**config.mk**
```make
export PLATFORM = sky130hd
export DESIGN_NAME = aging_priority_task_scheduler_core
export DESIGN_NICKNAME = d
export VERILOG_FILES = /design/src/sv/apts_pkg.sv /design/src/sv/apts_ram.sv /design/src/sv/apts_div.sv /design/src/sv/apts_fe.sv /design/src/sv/apts_be.sv /design/src/sv/aging_priority_task_scheduler_core.sv
export SDC_FILE = /design/constraint.sdc
export NUM_CORES = 2
export LEC_CHECK = 0
export ABC_AREA = 1
export BUFFER_PORTS_ARGS = -buffer_cell sky130_fd_sc_hd__buf_4
export CAP_MARGIN = 40
export CORE_ASPECT_RATIO = 0.5
export CORE_UTILIZATION = 53
export CTS_CLUSTER_SIZE = 24
export DETAILED_ROUTE_END_ITERATION = 12
export PLACE_DENSITY_LB_ADDON = 0.2
export SLEW_MARGIN = 20
export SYNTH_ARGS = -nofsm -noshare
export SYNTH_HDL_FRONTEND = slang
export SYNTH_SLANG_ARGS = --single-unit
```
**constraint.sdc**
```tcl
create_clock -name clk -period 9.35 [get_ports clk]
set_input_delay 0.935 -clock clk [delete_from_list [all_inputs] [get_ports clk]]
set_output_delay 0.935 -clock clk [all_outputs]
set_load 0.1 [all_outputs]
```
**src/sv/apts_pkg.sv**
```systemverilog
package apts_pkg;

	// Field widths fixed by the item format.
	localparam int TW = 32;
	localparam int PW = 8;
	localparam int DW = 16;
	localparam int SW = 8;
	localparam int IW = 4;
	localparam int WW = 5;

	// Divider step counter width.
	localparam int DCW = $clog2(TW);

	// Reset value of the realtime level register.
	localparam logic [PW-1:0] RT_RESET = 8'd6;

	// Saturation limit of the waiting count.
	localparam logic [WW-1:0] WAIT_MAX = '1;

	typedef enum logic {
		CMD_SET   = 1'b0,
		CMD_SCHED = 1'b1
	} cmd_t;

	// One request as held in the queue.
	typedef struct packed {
		cmd_t          cmd;
		logic [IW-1:0] idx;
		logic          en;
		logic [PW-1:0] prio;
		logic [TW-1:0] period;
		logic [TW-1:0] now;
		logic          in_range;
	} item_t;

	// Head of the queue as seen by the back end.
	typedef struct packed {
		logic  valid;
		item_t item;
	} fe_q_t;

	// One task record in the task table.
	typedef struct packed {
		logic [PW-1:0] prio;
		logic [TW-1:0] period;
		logic [TW-1:0] last;
		logic [DW-1:0] dyn;
		logic [SW-1:0] stamp;
	} rec_t;

	localparam rec_t REC_RESET = '{prio: '0, period: '1, last: '0, dyn: '0, stamp: '0};

	// One result.
	typedef struct packed {
		logic          sel_valid;
		logic [IW-1:0] sel_task;
		logic [WW-1:0] waiting;
		logic          set_acc;
	} res_t;

	typedef enum logic [3:0] {
		ST_IDLE,
		ST_SET_RD,
		ST_SET_UPD,
		ST_DIS_RD,
		ST_DIS_UPD,
		ST_GRD_RD,
		ST_GRD_CHK,
		ST_SEL_RD,
		ST_SEL_LD,
		ST_SEL_DIV,
		ST_SEL_MUL,
		ST_SEL_EVAL,
		ST_COMMIT
	} state_t;

endpackage

```
**src/sv/apts_ram.sv**
```systemverilog
module apts_ram #(
	parameter int WIDTH = 96,
	parameter int DEPTH = 16
) (
	input  logic                     clk,
	input  logic                     we,
	input  logic [$clog2(DEPTH)-1:0] waddr,
	input  logic [WIDTH-1:0]         wdata,
	input  logic [$clog2(DEPTH)-1:0] raddr,
	output logic [WIDTH-1:0]         rdata
);

	logic [WIDTH-1:0] mem_q [DEPTH];

	// One write port and one registered read port.
	always_ff @(posedge clk) begin
		if (we) begin
			mem_q[waddr] <= wdata;
		end
		rdata <= mem_q[raddr];
	end

endmodule

```
**src/sv/apts_div.sv**
```systemverilog
module apts_div (
	input  logic                  clk,
	input  logic                  arst_n,
	input  logic                  start,
	input  logic [apts_pkg::TW-1:0] dividend,
	input  logic [apts_pkg::TW-1:0] divisor,
	output logic                  done,
	output logic [apts_pkg::TW-1:0] quotient
);
	import apts_pkg::*;

	logic           busy_q;
	logic           done_q;
	logic [DCW-1:0] cnt_q;
	logic [TW-1:0]  rem_q;
	logic [TW-1:0]  quo_q;
	logic [TW-1:0]  div_q;
	logic [TW:0]    shifted;
	logic [TW:0]    diff;

	// One restoring step: shift in the next dividend bit and try a subtract.
	always_comb begin
		shifted = {rem_q, quo_q[TW-1]};
		diff    = shifted - {1'b0, div_q};
	end

	// Control of the iteration, one quotient bit per cycle.
	always_ff @(posedge clk or negedge arst_n) begin
		if (!arst_n) begin
			busy_q <= 1'b0;
			done_q <= 1'b0;
			cnt_q  <= '0;
		end else begin
			done_q <= 1'b0;
			if (start) begin
				busy_q <= 1'b1;
				cnt_q  <= '0;
			end else if (busy_q) begin
				cnt_q <= cnt_q + 1'b1;
				if (cnt_q == DCW'(TW - 1)) begin
					busy_q <= 1'b0;
					done_q <= 1'b1;
				end
			end
		end
	end

	// Remainder and quotient registers.
	always_ff @(posedge clk) begin
		if (start) begin
			rem_q <= '0;
			quo_q <= dividend;
			div_q <= divisor;
		end else if (busy_q) begin
			if (!diff[TW]) begin
				rem_q <= diff[TW-1:0];
				quo_q <= {quo_q[TW-2:0], 1'b1};
			end else begin
				rem_q <= shifted[TW-1:0];
				quo_q <= {quo_q[TW-2:0], 1'b0};
			end
		end
	end

	assign done     = done_q;
	assign quotient = quo_q;

endmodule

```
**src/sv/apts_fe.sv**
```systemverilog
module apts_fe #(
	parameter int TASK_SLOTS = 16
) (
	input  logic                      clk,
	input  logic                      arst_n,
	input  logic                      in_valid,
	output logic                      in_stall,
	input  logic                      command,
	input  logic [apts_pkg::IW-1:0]   task_index,
	input  logic                      enable,
	input  logic [apts_pkg::PW-1:0]   static_priority,
	input  logic [apts_pkg::TW-1:0]   period,
	input  logic [apts_pkg::TW-1:0]   current_time,
	output apts_pkg::fe_q_t           head,
	input  logic                      pop
);
	import apts_pkg::*;

	item_t      slot_q [2];
	logic       wp_q;
	logic       rp_q;
	logic [1:0] cnt_q;
	logic       push;
	item_t      item_in;

	// Classify the request: an index beyond the table is marked here.
	always_comb begin
		item_in.cmd      = cmd_t'(command);
		item_in.idx      = task_index;
		item_in.en       = enable;
		item_in.prio     = static_priority;
		item_in.period   = period;
		item_in.now      = current_time;
		item_in.in_range = 32'(task_index) < 32'(TASK_SLOTS);
	end

	assign in_stall = cnt_q == 2'd2;
	assign push     = in_valid && !in_stall;

	// Two-entry queue pointers and fill count.
	always_ff @(posedge clk or negedge arst_n) begin
		if (!arst_n) begin
			wp_q  <= 1'b0;
			rp_q  <= 1'b0;
			cnt_q <= '0;
		end else begin
			if (push) begin
				wp_q <= !wp_q;
			end
			if (pop) begin
				rp_q <= !rp_q;
			end
			cnt_q <= cnt_q + {1'b0, push} - {1'b0, pop};
		end
	end

	// Queue storage.
	always_ff @(posedge clk) begin
		if (push) begin
			slot_q[wp_q] <= item_in;
		end
	end

	assign head.valid = cnt_q != 2'd0;
	assign head.item  = slot_q[rp_q];

endmodule

```
**src/sv/apts_be.sv**
```systemverilog
module apts_be #(
	parameter int TASK_SLOTS = 16
) (
	input  logic                    clk,
	input  logic                    arst_n,
	input  logic [apts_pkg::PW-1:0] rt_level,
	input  apts_pkg::fe_q_t         head,
	output logic                    pop,
	output logic                    out_valid,
	input  logic                    out_stall,
	output apts_pkg::res_t          res
);
	import apts_pkg::*;

	localparam int AW = $clog2(TASK_SLOTS);

	state_t          state_q, state_d;
	logic [AW-1:0]   i_q, i_d;
	item_t           item_q, item_d;
	logic            guard_q, guard_d;
	logic            found_q, found_d;
	logic [AW-1:0]   best_idx_q, best_idx_d;
	rec_t            best_q, best_d;
	rec_t            rec_q, rec_d;
	logic [WW-1:0]   waiting_q, waiting_d;
	logic [TW-1:0]   age_q, age_d;
	logic [DW-1:0]   prod_q, prod_d;
	logic [SW-1:0]   ts_q, ts_d;
	logic [SW-1:0]   stamp_cnt_q, stamp_cnt_d;
	logic [TASK_SLOTS-1:0] en_q, en_d;
	logic [TASK_SLOTS-1:0] touched_q, touched_d;
	logic            out_valid_q, out_valid_d;
	res_t            res_q, res_d;

	logic            ram_we;
	logic [AW-1:0]   ram_waddr;
	rec_t            ram_wdata;
	logic [AW-1:0]   ram_raddr;
	rec_t            ram_rdata;
	rec_t            rd_rec;
	logic            div_start;
	logic            div_done;
	logic [TW-1:0]   div_quo;
	logic [AW+IW-1:0] idx_wide;
	logic [AW-1:0]   addr_in;
	logic [AW+IW-1:0] best_wide;
	logic            last_i;
	logic [TW-1:0]   diff;
	logic [TW-1:0]   guard_diff;
	logic [PW+DW-1:0] mul;
	logic [DW-1:0]   dyn_new;
	logic            allowed;
	logic            better;

	apts_ram #(
		.WIDTH($bits(rec_t)),
		.DEPTH(TASK_SLOTS)
	) u_ram (
		.clk   (clk),
		.we    (ram_we),
		.waddr (ram_waddr),
		.wdata (ram_wdata),
		.raddr (ram_raddr),
		.rdata (ram_rdata)
	);

	apts_div u_div (
		.clk      (clk),
		.arst_n   (arst_n),
		.start    (div_start),
		.dividend (diff),
		.divisor  (rd_rec.period),
		.done     (div_done),
		.quotient (div_quo)
	);

	// Index helpers between the four-bit task field and the table address.
	assign idx_wide  = {{AW{1'b0}}, head.item.idx};
	assign addr_in   = idx_wide[AW-1:0];
	assign best_wide = {{IW{1'b0}}, best_idx_q};
	assign last_i    = i_q == AW'(TASK_SLOTS - 1);

	// A record never written reads as its reset value.
	assign rd_rec = touched_q[i_q] ? ram_rdata : REC_RESET;

	// Scan datapath: time since last run, guard test and aged priority.
	always_comb begin
		diff       = item_q.now - rd_rec.last;
		guard_diff = item_q.now - (rd_rec.last + rd_rec.period);
		mul        = rec_q.prio * age_q[DW-1:0];
		dyn_new    = (age_q != '0) ? prod_q + 1'b1 : rec_q.dyn;
		allowed    = !guard_q || (|age_q[TW-1:1]) || rec_q.prio >= rt_level;
		better     = (dyn_new > best_q.dyn)
			|| (dyn_new == best_q.dyn && rec_q.prio > best_q.prio)
			|| (dyn_new == best_q.dyn && rec_q.prio == best_q.prio
				&& rec_q.stamp < best_q.stamp);
	end

	// Sequencer: set commands, the disable sweep and the two scan passes.
	always_comb begin
		state_d     = state_q;
		i_d         = i_q;
		item_d      = item_q;
		guard_d     = guard_q;
		found_d     = found_q;
		best_idx_d  = best_idx_q;
		best_d      = best_q;
		rec_d       = rec_q;
		waiting_d   = waiting_q;
		age_d       = age_q;
		prod_d      = prod_q;
		ts_d        = ts_q;
		stamp_cnt_d = stamp_cnt_q;
		en_d        = en_q;
		touched_d   = touched_q;
		out_valid_d = out_valid_q && out_stall;
		res_d       = res_q;
		ram_we      = 1'b0;
		ram_waddr   = i_q;
		ram_wdata   = rd_rec;
		ram_raddr   = i_q;
		pop         = 1'b0;
		div_start   = 1'b0;

		unique case (state_q)
			ST_IDLE: begin
				if (head.valid && !out_valid_q) begin
					pop       = 1'b1;
					item_d    = head.item;
					guard_d   = 1'b0;
					found_d   = 1'b0;
					waiting_d = '0;
					res_d     = '0;
					if (head.item.cmd == CMD_SCHED) begin
						i_d     = '0;
						state_d = ST_GRD_RD;
					end else if (!head.item.in_range
						|| (head.item.en == en_q[addr_in])) begin
						out_valid_d = 1'b1;
					end else begin
						i_d     = addr_in;
						state_d = ST_SET_RD;
					end
				end
			end
			ST_SET_RD: begin
				state_d = ST_SET_UPD;
			end
			ST_SET_UPD: begin
				ram_we = 1'b1;
				if (item_q.en) begin
					ram_wdata.prio   = item_q.prio;
					ram_wdata.period = (item_q.period == '0) ? TW'(1) : item_q.period;
					ram_wdata.stamp  = stamp_cnt_q;
					en_d[i_q]        = 1'b1;
					touched_d[i_q]   = 1'b1;
					stamp_cnt_d      = stamp_cnt_q + 1'b1;
					res_d.set_acc    = 1'b1;
					out_valid_d      = 1'b1;
					state_d          = ST_IDLE;
				end else begin
					ram_wdata.stamp = '0;
					ts_d            = rd_rec.stamp;
					en_d[i_q]       = 1'b0;
					if (stamp_cnt_q != '0) begin
						stamp_cnt_d = stamp_cnt_q - 1'b1;
					end
					i_d     = '0;
					state_d = ST_DIS_RD;
				end
			end
			ST_DIS_RD: begin
				state_d = ST_DIS_UPD;
			end
			ST_DIS_UPD: begin
				// Close the gap left in the enable order.
				if (en_q[i_q] && rd_rec.stamp > ts_q) begin
					ram_we          = 1'b1;
					ram_wdata.stamp = rd_rec.stamp - 1'b1;
				end
				if (last_i) begin
					res_d.set_acc = 1'b1;
					out_valid_d   = 1'b1;
					state_d       = ST_IDLE;
				end else begin
					i_d     = i_q + 1'b1;
					state_d = ST_DIS_RD;
				end
			end
			ST_GRD_RD: begin
				state_d = ST_GRD_CHK;
			end
			ST_GRD_CHK: begin
				if (en_q[i_q] && rd_rec.prio >= rt_level && !guard_diff[TW-1]) begin
					guard_d = 1'b1;
				end
				if (last_i) begin
					i_d     = '0;
					state_d = ST_SEL_RD;
				end else begin
					i_d     = i_q + 1'b1;
					state_d = ST_GRD_RD;
				end
			end
			ST_SEL_RD: begin
				state_d = ST_SEL_LD;
			end
			ST_SEL_LD: begin
				rec_d = rd_rec;
				if (!en_q[i_q]) begin
					if (last_i) begin
						state_d = ST_COMMIT;
					end else begin
						i_d     = i_q + 1'b1;
						state_d = ST_SEL_RD;
					end
				end else if (diff[TW-1]) begin
					age_d   = '0;
					state_d = ST_SEL_MUL;
				end else begin
					div_start = 1'b1;
					state_d   = ST_SEL_DIV;
				end
			end
			ST_SEL_DIV: begin
				if (div_done) begin
					age_d   = div_quo;
					state_d = ST_SEL_MUL;
				end
			end
			ST_SEL_MUL: begin
				prod_d  = mul[DW-1:0];
				state_d = ST_SEL_EVAL;
			end
			ST_SEL_EVAL: begin
				if (age_q != '0) begin
					ram_we        = 1'b1;
					ram_wdata     = rec_q;
					ram_wdata.dyn = dyn_new;
					if (waiting_q != WAIT_MAX) begin
						waiting_d = waiting_q + 1'b1;
					end
				end
				if (allowed && dyn_new != '0 && (!found_q || better)) begin
					found_d    = 1'b1;
					best_idx_d = i_q;
					best_d     = rec_q;
					best_d.dyn = dyn_new;
				end
				if (last_i) begin
					state_d = ST_COMMIT;
				end else begin
					i_d     = i_q + 1'b1;
					state_d = ST_SEL_RD;
				end
			end
			ST_COMMIT: begin
				// Mark the chosen task as run now.
				if (found_q) begin
					ram_we         = 1'b1;
					ram_waddr      = best_idx_q;
					ram_wdata      = best_q;
					ram_wdata.last = item_q.now;
					ram_wdata.dyn  = '0;
				end
				res_d.sel_valid = found_q;
				res_d.sel_task  = found_q ? best_wide[IW-1:0] : '0;
				res_d.waiting   = waiting_q;
				res_d.set_acc   = 1'b0;
				out_valid_d     = 1'b1;
				state_d         = ST_IDLE;
			end
			default: begin
				state_d = ST_IDLE;
			end
		endcase
	end

	// Control state.
	always_ff @(posedge clk or negedge arst_n) begin
		if (!arst_n) begin
			state_q     <= ST_IDLE;
			stamp_cnt_q <= '0;
			en_q        <= '0;
			touched_q   <= '0;
			out_valid_q <= 1'b0;
			found_q     <= 1'b0;
			guard_q     <= 1'b0;
			i_q         <= '0;
		end else begin
			state_q     <= state_d;
			stamp_cnt_q <= stamp_cnt_d;
			en_q        <= en_d;
			touched_q   <= touched_d;
			out_valid_q <= out_valid_d;
			found_q     <= found_d;
			guard_q     <= guard_d;
			i_q         <= i_d;
		end
	end

	// Working registers.
	always_ff @(posedge clk) begin
		item_q     <= item_d;
		best_idx_q <= best_idx_d;
		best_q     <= best_d;
		rec_q      <= rec_d;
		waiting_q  <= waiting_d;
		age_q      <= age_d;
		prod_q     <= prod_d;
		ts_q       <= ts_d;
		res_q      <= res_d;
	end

	assign out_valid = out_valid_q;
	assign res       = res_q;

endmodule

```
**src/sv/aging_priority_task_scheduler_core.sv**
```systemverilog
// Aging-priority task scheduler.
// Requests enter on the input channel (in_valid / in_stall) and land in a
// two-entry queue; in_stall rises only when that queue is full. Each request
// gives exactly one result on the output channel (out_valid / out_stall),
// held in an output register until the receiver takes it; a stalled result
// keeps its value and further requests still queue up behind it.
// A set request enables or disables one task; a disable sweeps the table to
// close up the enable order. A schedule request makes one guard pass over
// the table, then a selection pass that sends each enabled task whose time
// since its last run is not negative through a shared serial divider, one
// quotient bit a cycle. A request leaves the queue only when the block is
// idle and the output register is empty. The user writes the realtime level
// through cfg_we / cfg_wdata only while the block is idle; the block does not
// enforce this. Reset clears the task table to all tasks disabled and never
// run, empties the queue and the output register, and loads realtime level 6.
module aging_priority_task_scheduler_core #(
	parameter int TASK_SLOTS = 16
) (
	input  logic                    clk,
	input  logic                    arst_n,
	input  logic                    cfg_we,
	input  logic [apts_pkg::PW-1:0] cfg_wdata,
	input  logic                    in_valid,
	output logic                    in_stall,
	input  logic                    command,
	input  logic [apts_pkg::IW-1:0] task_index,
	input  logic                    enable,
	input  logic [apts_pkg::PW-1:0] static_priority,
	input  logic [apts_pkg::TW-1:0] period,
	input  logic [apts_pkg::TW-1:0] current_time,
	output logic                    out_valid,
	input  logic                    out_stall,
	output logic                    selected_valid,
	output logic [apts_pkg::IW-1:0] selected_task,
	output logic [apts_pkg::WW-1:0] waiting_count,
	output logic                    set_accepted
);
	import apts_pkg::*;

	logic [PW-1:0] rt_level_q;
	fe_q_t         head;
	logic          pop;
	res_t          res;

	// Realtime level register.
	always_ff @(posedge clk or negedge arst_n) begin
		if (!arst_n) begin
			rt_level_q <= RT_RESET;
		end else if (cfg_we) begin
			rt_level_q <= cfg_wdata;
		end
	end

	apts_fe #(
		.TASK_SLOTS(TASK_SLOTS)
	) u_fe (
		.clk             (clk),
		.arst_n          (arst_n),
		.in_valid        (in_valid),
		.in_stall        (in_stall),
		.command         (command),
		.task_index      (task_index),
		.enable          (enable),
		.static_priority (static_priority),
		.period          (period),
		.current_time    (current_time),
		.head            (head),
		.pop             (pop)
	);

	apts_be #(
		.TASK_SLOTS(TASK_SLOTS)
	) u_be (
		.clk       (clk),
		.arst_n    (arst_n),
		.rt_level  (rt_level_q),
		.head      (head),
		.pop       (pop),
		.out_valid (out_valid),
		.out_stall (out_stall),
		.res       (res)
	);

	assign selected_valid = res.sel_valid;
	assign selected_task  = res.sel_task;
	assign waiting_count  = res.waiting;
	assign set_accepted   = res.set_acc;

	// A set result never reports a decision.
	a_set_clean: assert property (@(posedge clk) disable iff (!arst_n)
		out_valid && set_accepted |-> !selected_valid && waiting_count == '0)
		else $error("set result carries decision fields");

	// The back end only takes a request from a non-empty queue.
	a_pop_valid: assert property (@(posedge clk) disable iff (!arst_n)
		pop |-> head.valid)
		else $error("queue popped while empty");

	// A new result is only started when the output register is free.
	a_no_overwrite: assert property (@(posedge clk) disable iff (!arst_n)
		pop |-> !out_valid)
		else $error("request taken while a result is pending");

	// No more tasks can wait than the table holds.
	a_wait_bound: assert property (@(posedge clk) disable iff (!arst_n)
		out_valid |-> 32'(waiting_count) <= 32'(TASK_SLOTS))
		else $error("waiting count beyond table size");

endmodule
```
==> flow_metrics.py <==
metrics = {
    "clock_tree": {
        "path_clk_slew_ns": 0.07,
        "root_buffer": "clkbuf_16",
        "ctsLongestPathBuffers": 4,
        "cts_tree": "done",
        "holdBufCountCts": 0,
        "h-tree-depth": 4,
        "clock_sinks": 2263,
        "cts_buffers": 199,
        "cts_resized": 0,
        "postCtsSetupRepairBufs": 0,
        "clk_latency_ns": 0.86,
    },
    "timing": {
        "maxSlewHeadroom": 0.251,
        "slew_viol_final": 0,
        "fin_crit_ns": 6.35,
        "finalSetupViolCount": 0,
        "rsz0062_at_grt": "no",
        "max_freq_mhz": 158,
        "fin_hold_ws_ns": 0.0521,
        "skew_ns": 0.0425,
        "fin_crit_sh": 0.679,
        "finalHoldViolations": 0,
        "tightest_slew_ns": 1.12,
    },
    "synth": {
        "yosysWarnings": 0,
        "synthMuxAreaShare": 0.000429,
        "synth_top_family_by_area": "simple AND/OR/NAND/NOR gates",
        "synth-main-ff-cell": "edfxtp_1",
        "yosys.area_share.simple": 0.114,
        "ys_types": 62,
        "synth_common_cells": "edfxtp_1, nand2_1, nor2_1",
        "synth_edf_count": 2065,
        "synthMostInstantiatedCell": "edfxtp_1",
        "netlist_top_cells_area": "edfxtp_1, nand2_1, o21ai_0",
        "async_reset_ff_frac": 0.0309,
        "synth-adder-area-share": 0.0449,
        "postSynthAreaPerCell_um2": 11.8,
        "synth_cells": 8192,
        "seq_area_frac_synth": 0.689,
        "yosys.area.top_type_share": 0.644,
        "ys_ff_latch": 2263,
        "synth-xor-area-share": 0.00937,
        "synth-compound-area-share": 0.100,
        "synth_largest_area_cell": "edfxtp_1",
        "synth_fp_nets": 8573,
        "syn_area_mm2": 0.0963,
    },
    "global_routing": {
        "grt_pass1_vias": 59700,
        "grt_max_degree": 235,
        "antenna_found_initial": 17,
        "grt.total_usage": 0.279,
        "grt-ovfl-total": 0,
        "grt_pass1_wl_um": 381000,
    },
    "finish": {
        "drive_above_1_share": 0.0810,
        "fin_nets": 8654,
        "areaGrowthSynthToFinish_pct": 11.4,
        "finalNonFillerCells": 10800,
        "stdcell_area_mm2": 0.107,
    },
    "routing": {
        "initialDrtViolationCount": 7160,
        "num_vias": 63600,
        "wl_per_cell_um": 23.9,
        "drc": 0,
        "dr.pass1.iters": 6,
        "ant_nets": 0,
        "finalWirelength_um": 259000,
        "vias_per_cell": 5.86,
    },
    "pwr": {
        "ir_drop_uv": 333,
        "power_uw": 37100,
        "power_density_mw_per_mm2": 346,
        "p_leak_uw": 0.0397,
    },
    "critical_path": {
        "cp_max_fo": 209,
        "critical_path.max_stage_delay_ns": 0.89,
        "cp_slowest_cell": "dfrtp_4",
        "r2r_slack_ns": 3.00,
        "crit_top_cell": "nand2_1",
        "required_ns": 9.80,
        "path_cells": "buf_12, nand2_1, nand3_1, nand2_1, nand2_1, nand2_1, inv_2, nand2_4, nand2_1, inv_1, ha_1, nand2_1, o21ai_0, nand2_1, a32oi_1, nand2_1, inv_1, nand2_1, nand2_1, nand3_1, nor2_4, buf_4, buf_4",
        "arrival_ns": 6.79,
        "cp-end-kind": "flip-flop",
        "worstSetupPathType": "reg2reg",
        "cp-start-kind": "flip-flop",
    },
    "floorplan": {
        "die_w_um": 605,
        "start_util": 0.534,
        "core_mm2": 0.180,
        "fp.dieH_um": 303,
        "io_pins": 104,
        "die_area_mm2": 0.183,
        "row_count": 110,
    },
    "place": {
        "dpl_cell_area_mm2": 0.101,
        "dp_hpwl_um": 156000,
        "gp_congestion": 0.927,
        "place_inst": 10500,
        "port_buffers": 103,
    },
    "flow_run": {
        "max_cap_violations": 0,
    },
    "run_status": {
        "status": "finished, final reports clean",
    },
    "worst_hold_path": {
        "hp-class": "in2async",
    },
}
[registers in the layout (all words and copies together) (netlist names), 8 cells and up, named ones only]
register	count
u_be.best_q	64
u_be.age_q	32
u_be.prod_q	16
u_be.touched_q	16
u_be.u_div.div_q	32
u_be.u_div.quotient	32
u_be.rec_q	96
u_be.u_ram.rdata	96
u_be.stamp_cnt_q	8
u_be.ts_q	8
u_fe.slot_q	156
u_be.item_q	73
u_be.u_ram.mem_q	1536
u_be.res	11
rt_level_q	8
u_be.u_div.rem_q	32
[critical path, delay by kind of cell (launching register included)]
| family | cells | cell delay [ns] |
|---|---|---|
| and+or+nand+nor | 14 | 2.01 |
| DFF | 1 | 0.89 |
| adders and majority gates | 1 | 0.33 |
| AOI/OAI and AO/OA | 2 | 0.36 |
| buffers and inverters | 6 | 2.26 |
[layout make-up]
type                            instances  area [um^2]
Fill cell                           14300        72900
Sequential cell                      2263        66300
Multi-Input combinational cell       4857        26200
Clock buffer                          257         5460
Tap cell                             2408         3010
Timing Repair Buffer                  297         2700
Inverter                              655         2480
Clock inverter                         99         1090
Antenna cell                            5         12.5
[final timing paths]
path                                  from                 endpoint  cells past startpoint
max                            u_be.i_q[0]  u_be.u_ram.mem_q[6][77]                     23
min                                 arst_n             u_be.found_q                      1
max reg2reg                    u_be.i_q[0]  u_be.u_ram.mem_q[6][77]                     23
min reg2reg                 u_be.rec_q[60]          u_be.best_q[60]                      0
max in group asynchronous           arst_n              u_be.i_q[0]                      2
min in group clk           current_time[4]        u_fe.slot_q[0][4]                      1
[per-layer routing]
layer | part of all wire | up-vias | track usage
met3 | 0.083 | 447 | 0.0506
met1 | 0.43 | 31400 | 0.398
met4 | 0.038 | 10 | 0.0997
li1 | - | 29100 | -
met2 | 0.45 | 2625 | 0.435
met5 | 0.00024 | - | 0
[kinds of logic (layout without fill, tap and decap cells)]
| kind of cell | count (synthesis) | in the layout |
|---|---|---|
| XOR/XNOR | 103 | 103 |
| AO/OA/AOI/OAI | 1701 | 1701 |
| flip-flops | 2263 | 2263 |
| other | 0 | 5 |
| buffers and inverters | 1072 | 1308 |
| AND/OR/NAND/NOR | 2759 | 2759 |
| multiplexers | 4 | 4 |
| adder cells (fa/ha/maj) | 290 | 290 |
[cells in the final DEF (no fill, tap or decap), types with 23 or more instances in the layout]
| cell | instances |
|---|---|
| edfxtp_1 | 2065 |
| nand2_1 | 1440 |
| nor2_1 | 1009 |
| o21ai_0 | 913 |
| inv_1 | 638 |
| o22ai_1 | 395 |
| buf_4 | 251 |
| clkbuf_16 | 202 |
| ha_1 | 198 |
| a21oi_1 | 159 |
| dfxtp_1 | 128 |
| nand4_1 | 127 |
| fa_1 | 92 |
| nand3_1 | 77 |
| dfrtp_1 | 65 |
| o211ai_1 | 56 |
| xor2_1 | 52 |
| xnor2_1 | 51 |
| o2111ai_1 | 40 |
| clkinv_2 | 38 |
| clkbuf_1 | 35 |
| clkinv_1 | 29 |
| nor3_1 | 28 |
| o21ai_1 | 24 |
| nor4_1 | 23 |
[stage by stage]
stage                     setup slack [ns]  setup TNS (ns)   util
after floorplan                     -0.631         -121.12      -
after global placement                3.00               0  0.556
after detailed placement              2.94               0  0.558
after CTS                             2.92               0  0.595
after global routing                  2.53               0  0.595
final                                 3.00               0  0.595
[power breakdown]
part           internal, uW  leakage [uW]  switching, uW  total, uW
sequential            14300        0.0208            703      15000
combinational          3860        0.0157           9820      13700
clock                  4740       0.00322           3680       8420
Power figures use the tool's default switching activity.
